--- config.mk ---
export PLATFORM = sky130hd
export DESIGN_NAME = ordered_list_engine
export DESIGN_NICKNAME = d
export VERILOG_FILES = /design/src/hdl/ole_pkg.sv /design/src/hdl/ordered_list_engine.sv /design/src/hdl/ole_store.sv /design/src/hdl/ole_ctrl.sv
export SDC_FILE = /design/constraint.sdc
export NUM_CORES = 2
export LEC_CHECK = 0
export ABC_AREA = 0
export BUFFER_PORTS_ARGS = -buffer_cell sky130_fd_sc_hd__buf_2
export CORE_ASPECT_RATIO = 1.4
export CORE_UTILIZATION = 65
export DETAILED_ROUTE_END_ITERATION = 10
export GPL_TIMING_DRIVEN = 1
export PLACE_DENSITY = 0.84
export SYNTH_ARGS = -nofsm -noshare
export SYNTH_HDL_FRONTEND = slang
export SYNTH_HIERARCHICAL = 1
export SYNTH_SLANG_ARGS = --single-unit
--- constraint.sdc ---
create_clock -name clk -period 8.1 [get_ports clk]
set_input_delay 1.215 -clock clk [delete_from_list [all_inputs] [get_ports clk]]
set_output_delay 1.215 -clock clk [all_outputs]
set_load 0.01 [all_outputs]
--- src/hdl/ole_pkg.sv ---
`timescale 1ns / 1ps

package ole_pkg;

	typedef enum logic [2:0] {
		OP_INS_FRONT = 3'd0,
		OP_INS_AT    = 3'd1,
		OP_REM_FRONT = 3'd2,
		OP_REM_AT    = 3'd3,
		OP_REM_VAL   = 3'd4,
		OP_FIND      = 3'd5
	} op_t;

	typedef enum logic [2:0] {
		ST_IDLE,
		ST_SEARCH,
		ST_SHIFT_UP,
		ST_INS_WR,
		ST_SHIFT_DN,
		ST_DONE
	} state_t;

	typedef struct packed {
		logic       status;
		logic       hit;
		logic [5:0] found_position;
		logic [6:0] entry_count;
	} res_t;

	localparam int OP_W    = 3;
	localparam int VALUE_W = 32;
	localparam int POS_W   = 7;

endpackage

--- src/hdl/ordered_list_engine.sv ---
`timescale 1ns / 1ps

// Bounded ordered list of CAPACITY signed 32-bit entries held in one synchronous memory with
// one read and one write port. One transaction in gives one transaction out. The engine works
// on one item at a time. It loads a result into the output register only once that register is
// free, and takes the next item in the cycle after. Entries are moved through the memory one per
// cycle. Insert at a position below count shifts the entries from there up, and insert at the
// tail moves none. Remove at a position below the last entry shifts the later entries down, and
// removing the last entry moves none. Find and remove value read one entry per cycle from the
// front; a search stops at the first match, and a miss reads the whole list. Errors and no-ops
// move no entries.
module ordered_list_engine #(
	parameter int CAPACITY = 64
) (
	input  logic        clk,
	input  logic        arst_n,
	input  logic        s_tvalid,
	output logic        s_tready,
	input  logic [47:0] s_tdata,   // operation[2:0], value[34:3], position[41:35], zero pad
	output logic        m_tvalid,
	input  logic        m_tready,
	output logic [15:0] m_tdata    // status[0], hit[1], found_position[7:2],
	                               // entry_count[14:8], zero pad
);

	import ole_pkg::*;

	localparam int AW = $clog2(CAPACITY);

	logic          slot_free;
	logic          res_valid;
	res_t          res;
	logic          mem_we;
	logic [AW-1:0] mem_waddr;
	logic [31:0]   mem_wdata;
	logic          mem_re;
	logic [AW-1:0] mem_raddr;
	logic [31:0]   mem_rdata;
	logic          m_tvalid_q;
	logic [15:0]   m_tdata_q;

	ole_ctrl #(
		.CAPACITY(CAPACITY)
	) u_ctrl (
		.clk       (clk),
		.arst_n    (arst_n),
		.in_valid  (s_tvalid),
		.in_ready  (s_tready),
		.in_op     (s_tdata[2:0]),
		.in_value  (s_tdata[34:3]),
		.in_pos    (s_tdata[41:35]),
		.slot_free (slot_free),
		.res_valid (res_valid),
		.res       (res),
		.mem_we    (mem_we),
		.mem_waddr (mem_waddr),
		.mem_wdata (mem_wdata),
		.mem_re    (mem_re),
		.mem_raddr (mem_raddr),
		.mem_rdata (mem_rdata)
	);

	ole_store #(
		.DEPTH(CAPACITY)
	) u_store (
		.clk   (clk),
		.we    (mem_we),
		.waddr (mem_waddr),
		.wdata (mem_wdata),
		.re    (mem_re),
		.raddr (mem_raddr),
		.rdata (mem_rdata)
	);

	assign slot_free = !m_tvalid_q || m_tready;

	always_ff @(posedge clk or negedge arst_n) begin
		if (!arst_n) begin
			m_tvalid_q <= 1'b0;
		end else if (res_valid) begin
			m_tvalid_q <= 1'b1;
		end else if (m_tready) begin
			m_tvalid_q <= 1'b0;
		end
	end

	always_ff @(posedge clk) begin
		if (res_valid) begin
			m_tdata_q <= {1'b0, res.entry_count, res.found_position, res.hit, res.status};
		end
	end

	assign m_tvalid = m_tvalid_q;
	assign m_tdata  = m_tdata_q;

endmodule

--- src/hdl/ole_store.sv ---
`timescale 1ns / 1ps

module ole_store #(
	parameter int DEPTH = 64
) (
	input  logic                     clk,
	input  logic                     we,
	input  logic [$clog2(DEPTH)-1:0] waddr,
	input  logic [31:0]              wdata,
	input  logic                     re,
	input  logic [$clog2(DEPTH)-1:0] raddr,
	output logic [31:0]              rdata
);

	logic [31:0] mem [DEPTH];

	always_ff @(posedge clk) begin
		if (we) begin
			mem[waddr] <= wdata;
		end
	end

	always_ff @(posedge clk) begin
		if (re) begin
			rdata <= mem[raddr];
		end
	end

endmodule

--- src/hdl/ole_ctrl.sv ---
`timescale 1ns / 1ps

module ole_ctrl #(
	parameter int CAPACITY = 64
) (
	input  logic                        clk,
	input  logic                        arst_n,
	input  logic                        in_valid,
	output logic                        in_ready,
	input  logic [ole_pkg::OP_W-1:0]    in_op,
	input  logic [ole_pkg::VALUE_W-1:0] in_value,
	input  logic [ole_pkg::POS_W-1:0]   in_pos,
	input  logic                        slot_free,
	output logic                        res_valid,
	output ole_pkg::res_t               res,
	output logic                        mem_we,
	output logic [$clog2(CAPACITY)-1:0] mem_waddr,
	output logic [31:0]                 mem_wdata,
	output logic                        mem_re,
	output logic [$clog2(CAPACITY)-1:0] mem_raddr,
	input  logic [31:0]                 mem_rdata
);

	import ole_pkg::*;

	localparam int AW = $clog2(CAPACITY);
	localparam int CW = $clog2(CAPACITY + 1);
	localparam int XW = (CW > POS_W) ? CW : POS_W;

	state_t        state_q, state_d;
	op_t           op_q, op_d;
	logic [31:0]   val_q, val_d;
	logic [AW-1:0] pos_q, pos_d;
	logic [CW-1:0] cnt_q, cnt_d;
	logic [CW-1:0] rp_q, rp_d;
	logic          status_q, status_d;
	logic          hit_q, hit_d;
	logic [AW-1:0] where_q, where_d;

	// Registers behind the memory read port: a pending move write or
	// a pending search compare.
	logic          mv_vld_s1, mv_vld_d;
	logic [AW-1:0] mv_dst_s1, mv_dst_d;
	logic          sr_vld_s1, sr_vld_d;
	logic [AW-1:0] sr_addr_s1, sr_addr_d;

	logic [XW-1:0] pos_x, cnt_x;
	logic          ins_wr;
	logic          match;

	assign pos_x = XW'(in_pos);
	assign cnt_x = XW'(cnt_q);
	assign match = sr_vld_s1 && (mem_rdata == val_q);

	always_ff @(posedge clk or negedge arst_n) begin
		if (!arst_n) begin
			state_q   <= ST_IDLE;
			cnt_q     <= '0;
			mv_vld_s1 <= 1'b0;
			sr_vld_s1 <= 1'b0;
		end else begin
			state_q   <= state_d;
			cnt_q     <= cnt_d;
			mv_vld_s1 <= mv_vld_d;
			sr_vld_s1 <= sr_vld_d;
		end
	end

	always_ff @(posedge clk) begin
		op_q       <= op_d;
		val_q      <= val_d;
		pos_q      <= pos_d;
		rp_q       <= rp_d;
		status_q   <= status_d;
		hit_q      <= hit_d;
		where_q    <= where_d;
		mv_dst_s1  <= mv_dst_d;
		sr_addr_s1 <= sr_addr_d;
	end

	always_comb begin
		logic [XW-1:0] p_x;
		state_d   = state_q;
		op_d      = op_q;
		val_d     = val_q;
		pos_d     = pos_q;
		cnt_d     = cnt_q;
		rp_d      = rp_q;
		status_d  = status_q;
		hit_d     = hit_q;
		where_d   = where_q;
		mv_vld_d  = 1'b0;
		mv_dst_d  = mv_dst_s1;
		sr_vld_d  = 1'b0;
		sr_addr_d = sr_addr_s1;
		mem_re    = 1'b0;
		mem_raddr = rp_q[AW-1:0];
		ins_wr    = 1'b0;
		in_ready  = 1'b0;
		res_valid = 1'b0;
		p_x       = '0;

		unique case (state_q)
			ST_IDLE: begin
				in_ready = 1'b1;
				if (in_valid) begin
					op_d     = op_t'(in_op);
					val_d    = in_value;
					status_d = 1'b0;
					hit_d    = 1'b0;
					where_d  = '0;
					unique case (op_t'(in_op))
						OP_INS_FRONT, OP_INS_AT: begin
							p_x = (op_t'(in_op) == OP_INS_FRONT) ? '0 : pos_x;
							if (cnt_x == XW'(CAPACITY) || p_x > cnt_x) begin
								status_d = 1'b1;
								state_d  = ST_DONE;
							end else begin
								pos_d = AW'(p_x);
								if (p_x == cnt_x) begin
									state_d = ST_INS_WR;
								end else begin
									rp_d    = cnt_q - CW'(1);
									state_d = ST_SHIFT_UP;
								end
							end
						end
						OP_REM_FRONT, OP_REM_AT: begin
							p_x = (op_t'(in_op) == OP_REM_FRONT) ? '0 : pos_x;
							if (p_x >= cnt_x) begin
								// Removing from an empty list at the front is a quiet no-op.
								status_d = (op_t'(in_op) == OP_REM_AT);
								state_d  = ST_DONE;
							end else begin
								pos_d = AW'(p_x);
								if (p_x + XW'(1) == cnt_x) begin
									cnt_d   = cnt_q - CW'(1);
									state_d = ST_DONE;
								end else begin
									rp_d    = CW'(p_x + XW'(1));
									state_d = ST_SHIFT_DN;
								end
							end
						end
						OP_REM_VAL, OP_FIND: begin
							rp_d    = '0;
							state_d = ST_SEARCH;
						end
						default: begin
							status_d = 1'b1;
							state_d  = ST_DONE;
						end
					endcase
				end
			end
			ST_SEARCH: begin
				priority if (match) begin
					hit_d   = 1'b1;
					where_d = sr_addr_s1;
					if (op_q == OP_FIND) begin
						state_d = ST_DONE;
					end else if (CW'(sr_addr_s1) + CW'(1) == cnt_q) begin
						cnt_d   = cnt_q - CW'(1);
						state_d = ST_DONE;
					end else begin
						pos_d   = sr_addr_s1;
						rp_d    = CW'(sr_addr_s1) + CW'(1);
						state_d = ST_SHIFT_DN;
					end
				end else if (rp_q < cnt_q) begin
					mem_re    = 1'b1;
					sr_vld_d  = 1'b1;
					sr_addr_d = rp_q[AW-1:0];
					rp_d      = rp_q + CW'(1);
				end else if (!sr_vld_s1) begin
					state_d = ST_DONE;
				end
			end
			ST_SHIFT_UP: begin
				mem_re   = 1'b1;
				mv_vld_d = 1'b1;
				mv_dst_d = rp_q[AW-1:0] + AW'(1);
				if (rp_q == CW'(pos_q)) begin
					state_d = ST_INS_WR;
				end else begin
					rp_d = rp_q - CW'(1);
				end
			end
			ST_INS_WR: begin
				// The last move of the shift still owns the write port, so the insert write waits for it.
				if (!mv_vld_s1) begin
					ins_wr  = 1'b1;
					cnt_d   = cnt_q + CW'(1);
					state_d = ST_DONE;
				end
			end
			ST_SHIFT_DN: begin
				mem_re   = 1'b1;
				mv_vld_d = 1'b1;
				mv_dst_d = rp_q[AW-1:0] - AW'(1);
				if (rp_q == cnt_q - CW'(1)) begin
					cnt_d   = cnt_q - CW'(1);
					state_d = ST_DONE;
				end else begin
					rp_d = rp_q + CW'(1);
				end
			end
			ST_DONE: begin
				if (!mv_vld_s1 && slot_free) begin
					res_valid = 1'b1;
					state_d   = ST_IDLE;
				end
			end
			default: begin
				state_d = ST_IDLE;
			end
		endcase
	end

	always_comb begin
		if (mv_vld_s1) begin
			mem_we    = 1'b1;
			mem_waddr = mv_dst_s1;
			mem_wdata = mem_rdata;
		end else begin
			mem_we    = ins_wr;
			mem_waddr = pos_q;
			mem_wdata = val_q;
		end
	end

	assign res.status         = status_q;
	assign res.hit            = hit_q;
	assign res.found_position = 6'(where_q);
	assign res.entry_count    = 7'(cnt_q);

endmodule

==> metrics.txt <==
# TYPE chip_impl_metric gauge
chip_impl_metric{name="drive_gt1_frac",unit=""} 0.237
chip_impl_metric{name="endpoints_failing_hold",unit=""} 0
chip_impl_metric{name="avgSynthCellArea",unit="µm²"} 20.9
chip_impl_metric{name="width_of_the_die",unit="µm"} 310
chip_impl_info{name="critPathCaptureType",value="register"} 1
chip_impl_metric{name="clock_insertion_delay_worst_skew",unit="ps"} 830
chip_impl_metric{name="ctsHtreeMaxLevel",unit=""} 4
chip_impl_metric{name="timing.max_slew.rel_slack",unit=""} 0.0300
chip_impl_info{name="synth_area_leader_cell",value="edfxtp_1"} 1
chip_impl_metric{name="finalNetCount",unit=""} 4320
chip_impl_info{name="worstReg2RegEnd",value="u_store/mem[44][10]"} 1
chip_impl_metric{name="final.period_utilization",unit=""} 0.561
chip_impl_metric{name="period_needed",unit="ps"} 4550
chip_impl_metric{name="vias_in_the_first_global_route",unit=""} 47500
chip_impl_info{name="cell_type_of_the_slowest_stage_on_the_worst_timing_path",value="nand4b_1"} 1
chip_impl_metric{name="yosysUniqueCellTypes",unit=""} 89
chip_impl_metric{name="hpwlAfterDp",unit="µm"} 122000
chip_impl_metric{name="final_cell_count_no_fill",unit=""} 6139
chip_impl_info{name="cts_tree",value="yes"} 1
chip_impl_metric{name="timing.setup.tns",unit="ps"} 0
chip_impl_metric{name="layout.core_utilization",unit=""} 0.720
chip_impl_metric{name="ios",unit=""} 70
chip_impl_metric{name="gr-total-overflow",unit=""} 0
chip_impl_metric{name="postSynthCellCount",unit=""} 4125
chip_impl_metric{name="power",unit="mW"} 34.8
chip_impl_metric{name="cts_buffers",unit=""} 178
chip_impl_info{name="grt_setup_unrepaired",value="false"} 1
chip_impl_metric{name="synth-edff-count",unit=""} 2163
chip_impl_metric{name="antenna_found_initial",unit=""} 18
chip_impl_metric{name="final_area",unit="µm²"} 94400
chip_impl_metric{name="grt_first_pass_wirelength",unit="µm"} 349000
chip_impl_info{name="ys_top_cells_by_area",value="edfxtp_1, mux4_2, mux2i_1, a22oi_1, xnor2_1"} 1
chip_impl_info{name="status",value="finished clean"} 1
chip_impl_metric{name="rows",unit=""} 157
chip_impl_metric{name="fp.coreArea",unit="µm²"} 131000
chip_impl_metric{name="synth.cell_area",unit="µm²"} 86100
chip_impl_metric{name="synth.yosys.seq_area_share",unit=""} 0.758
chip_impl_info{name="setup.worst_path.start_class",value="register"} 1
chip_impl_metric{name="floorplan.die_area",unit="µm²"} 134000
chip_impl_metric{name="routed_wirelength",unit="µm"} 250000
chip_impl_metric{name="avgRoutedWirePerCell",unit="µm"} 40.7
chip_impl_metric{name="initial_drt_pass_iterations",unit=""} 7
chip_impl_metric{name="r2r.worst_path.cells",unit=""} 7
chip_impl_metric{name="timing.critical_path.arrival",unit="ps"} 5000
chip_impl_metric{name="post-cts-setup-buffers",unit=""} 0
chip_impl_metric{name="timing.critical_path.required",unit="ps"} 8560
chip_impl_metric{name="placedCellCount",unit=""} 5803
chip_impl_metric{name="starting_density_of_the_core",unit=""} 0.657
chip_impl_metric{name="worst_clk_skew",unit="ps"} 27.6
chip_impl_metric{name="dr_total_vias",unit=""} 47000
chip_impl_metric{name="synthToLayoutAreaGrowth",unit="%"} 9.58
chip_impl_metric{name="path_clk_slew",unit="ps"} 70
chip_impl_metric{name="replace_congestion",unit=""} 0.925
chip_impl_metric{name="synth_async_sr_flop_share",unit=""} 0.00597
chip_impl_metric{name="drcViolationCount",unit=""} 0
chip_impl_info{name="hold_class",value="input pin to async pin"} 1
chip_impl_metric{name="drtAntennaViolNets",unit=""} 0
chip_impl_metric{name="mappedNetlistNets",unit=""} 4211
chip_impl_metric{name="slowest_stage_delay_cp",unit="ps"} 920
chip_impl_metric{name="placement.io_buffers",unit=""} 62
chip_impl_metric{name="power.ir.vdd_worst",unit="V"} 0.000418
chip_impl_metric{name="timing.final.max_slew_violations",unit=""} 0
chip_impl_info{name="clockRootBuffer",value="clkbuf_16"} 1
chip_impl_info{name="timing.setup.critical_path_class",value="register to register"} 1
chip_impl_metric{name="netlist.area_leader.share",unit=""} 0.754
chip_impl_metric{name="fillCellCount",unit=""} 6608
chip_impl_metric{name="die_y",unit="µm"} 433
chip_impl_metric{name="first_iter_violations",unit=""} 8053
chip_impl_metric{name="routed_via_density",unit=""} 7.65
chip_impl_metric{name="timing_worst_slew_pin_value",unit="ps"} 1450
chip_impl_metric{name="power_per_cell_area",unit="nW/µm²"} 369
chip_impl_metric{name="fmaxAchievable",unit="MHz"} 220
chip_impl_metric{name="reg2reg_slack",unit="ps"} 3550
chip_impl_metric{name="power_leakage",unit="nW"} 29.7
chip_impl_metric{name="yosys_register_bits",unit=""} 2176
chip_impl_info{name="ys.flop_type",value="edfxtp_1"} 1
chip_impl_metric{name="grt.total_usage",unit=""} 0.380
chip_impl_metric{name="numClockSinks",unit=""} 2176
chip_impl_metric{name="clockBufferDepth",unit=""} 3
chip_impl_metric{name="cp.buffers_inverters",unit=""} 2
chip_impl_metric{name="detailed_place.area",unit="µm²"} 88500
chip_impl_metric{name="yosys_warnings",unit=""} 6
chip_impl_metric{name="cp_max_fo",unit=""} 24
chip_impl_metric{name="ctsHoldBuffers",unit=""} 0
chip_impl_metric{name="grt_start_max_net_pins",unit=""} 130
chip_impl_metric{name="drv.max_cap_violation_count",unit=""} 0
chip_impl_info{name="path_cells",value="inv_1 > nor2_1 > nand2_1 > nand2b_1 > nand4b_1 > nor2_4 > buf_4"} 1
chip_impl_metric{name="postCtsResizedCells",unit=""} 0
chip_impl_info{name="r2r_start",value="u_ctrl/state_q[0]"} 1
chip_impl_info{name="cpLargestDelayFamily",value="simple AND/OR/NAND/NOR gates"} 1
chip_impl_metric{name="final_report_setup_violation_count",unit=""} 0
==> routing by layer <==
metal	part of all wire	vias to the layer above	track usage
met5	0.00041	-	0
met4	0.089	12	0.276
met3	0.13	1318	0.0937
met2	0.49	4913	0.613
met1	0.29	23300	0.445
li1	-	17400	-
==> through the flow <==
step	hold slack (ps)	setup slack, ps
3_5_place_dp	405	3410
3_3_place_gp	403	3420
6_report	318	3550
5_1_grt	322	3560
4_1_cts	286	3760
2_1_floorplan	400	3770
==> sequential cells by signal, indices dropped and copies added, names as in the netlist, 3 cells and up <==
signal / cells
u_ctrl/cnt_q: 7
m_tdata: 15
u_ctrl/val_q: 32
u_ctrl/where_q: 6
u_ctrl/rp_q: 7
u_ctrl/sr_addr_s1: 6
u_ctrl/state_q: 3
u_store/mem: 2048
u_ctrl/mv_dst_s1: 6
u_ctrl/pos_q: 6
u_ctrl/op_q: 3
u_store/rdata: 32
==> layout make-up <==
cell class | count | area (µm²) | area share
sequential | 2176 | 65300 | 0.692
multi-input combinational | 1676 | 19700 | 0.208
clock buffer | 209 | 4680 | 0.0496
tap | 1749 | 2190 | 0.0232
timing repair buffer | 173 | 1260 | 0.0133
clock inverter | 117 | 1170 | 0.0124
inverter | 29 | 109 | 0.00115
antenna | 10 | 25.0 | 0.000265
==> report_power, final <==
part           switching (mW)  leakage [nW]  internal (mW)
logic                    7.35          7.22           3.88
registers               0.429          19.6           14.3
clock network            4.11          2.86           4.80
==> how the worst max path moves through the flow <==
stage	end	slack, ps	start	cells after the start
after floorplan	u_store/mem[28][0]	3770	u_ctrl/mv_vld_s1	8
after global placement	u_ctrl/rp_q[4]	3420	s_tdata[2]	11
after detailed placement	u_ctrl/cnt_q[2]	3410	s_tdata[2]	12
after CTS	u_store/mem[44][10]	3760	u_ctrl/state_q[0]	7
after global routing	u_store/mem[44][10]	3560	u_ctrl/state_q[0]	7
final	u_store/mem[44][10]	3550	u_ctrl/state_q[0]	7
==> cells by family (layout without fill, tap and decap cells) <==
group	count (synthesis)	count (layout)	synth area share
simple gates	415	415	0.0245
compound gates	458	458	0.0383
mux	676	676	0.144
flops	2176	2176	0.758
fa+ha+maj	34	34	0.00503
xor+xnor	92	92	0.0107
buf+inv	273	528	0.0196
other cells	1	11	0.0000435
==> placed cells by master (no fill, tap or decap), drive strengths merged, types with 61 or more instances in the layout <==
master	netlist	routed
a22oi	128	128
mux4	446	446
xnor2	71	71
mux2i	191	191
nand2	61	61
clkbuf	98	209
nor2	129	129
nand3	68	68
clkinv	0	82
buf	146	173
edfxtp	2163	2163
==> cell usage after synthesis (all sizes together), types with 13 or more instances <==
library cell,instances
edfxtp,2163
mux4,446
mux2i,191
buf,146
nor2,129
a22oi,128
clkbuf,98
xnor2,71
nand3,68
nand2,61
a21oi,52
o22ai,52
o21ai,46
mux2,39
ha,33
inv,29
a211oi,27
a31oi,25
nor2b,23
nor3,22
o221ai,19
and2,17
nand2b,17
nand4,16
a311o,15
o211ai,15
a22o,14
dfrtp,13
o22a,13
xor2,13
(Power assumes the default switching activity.)
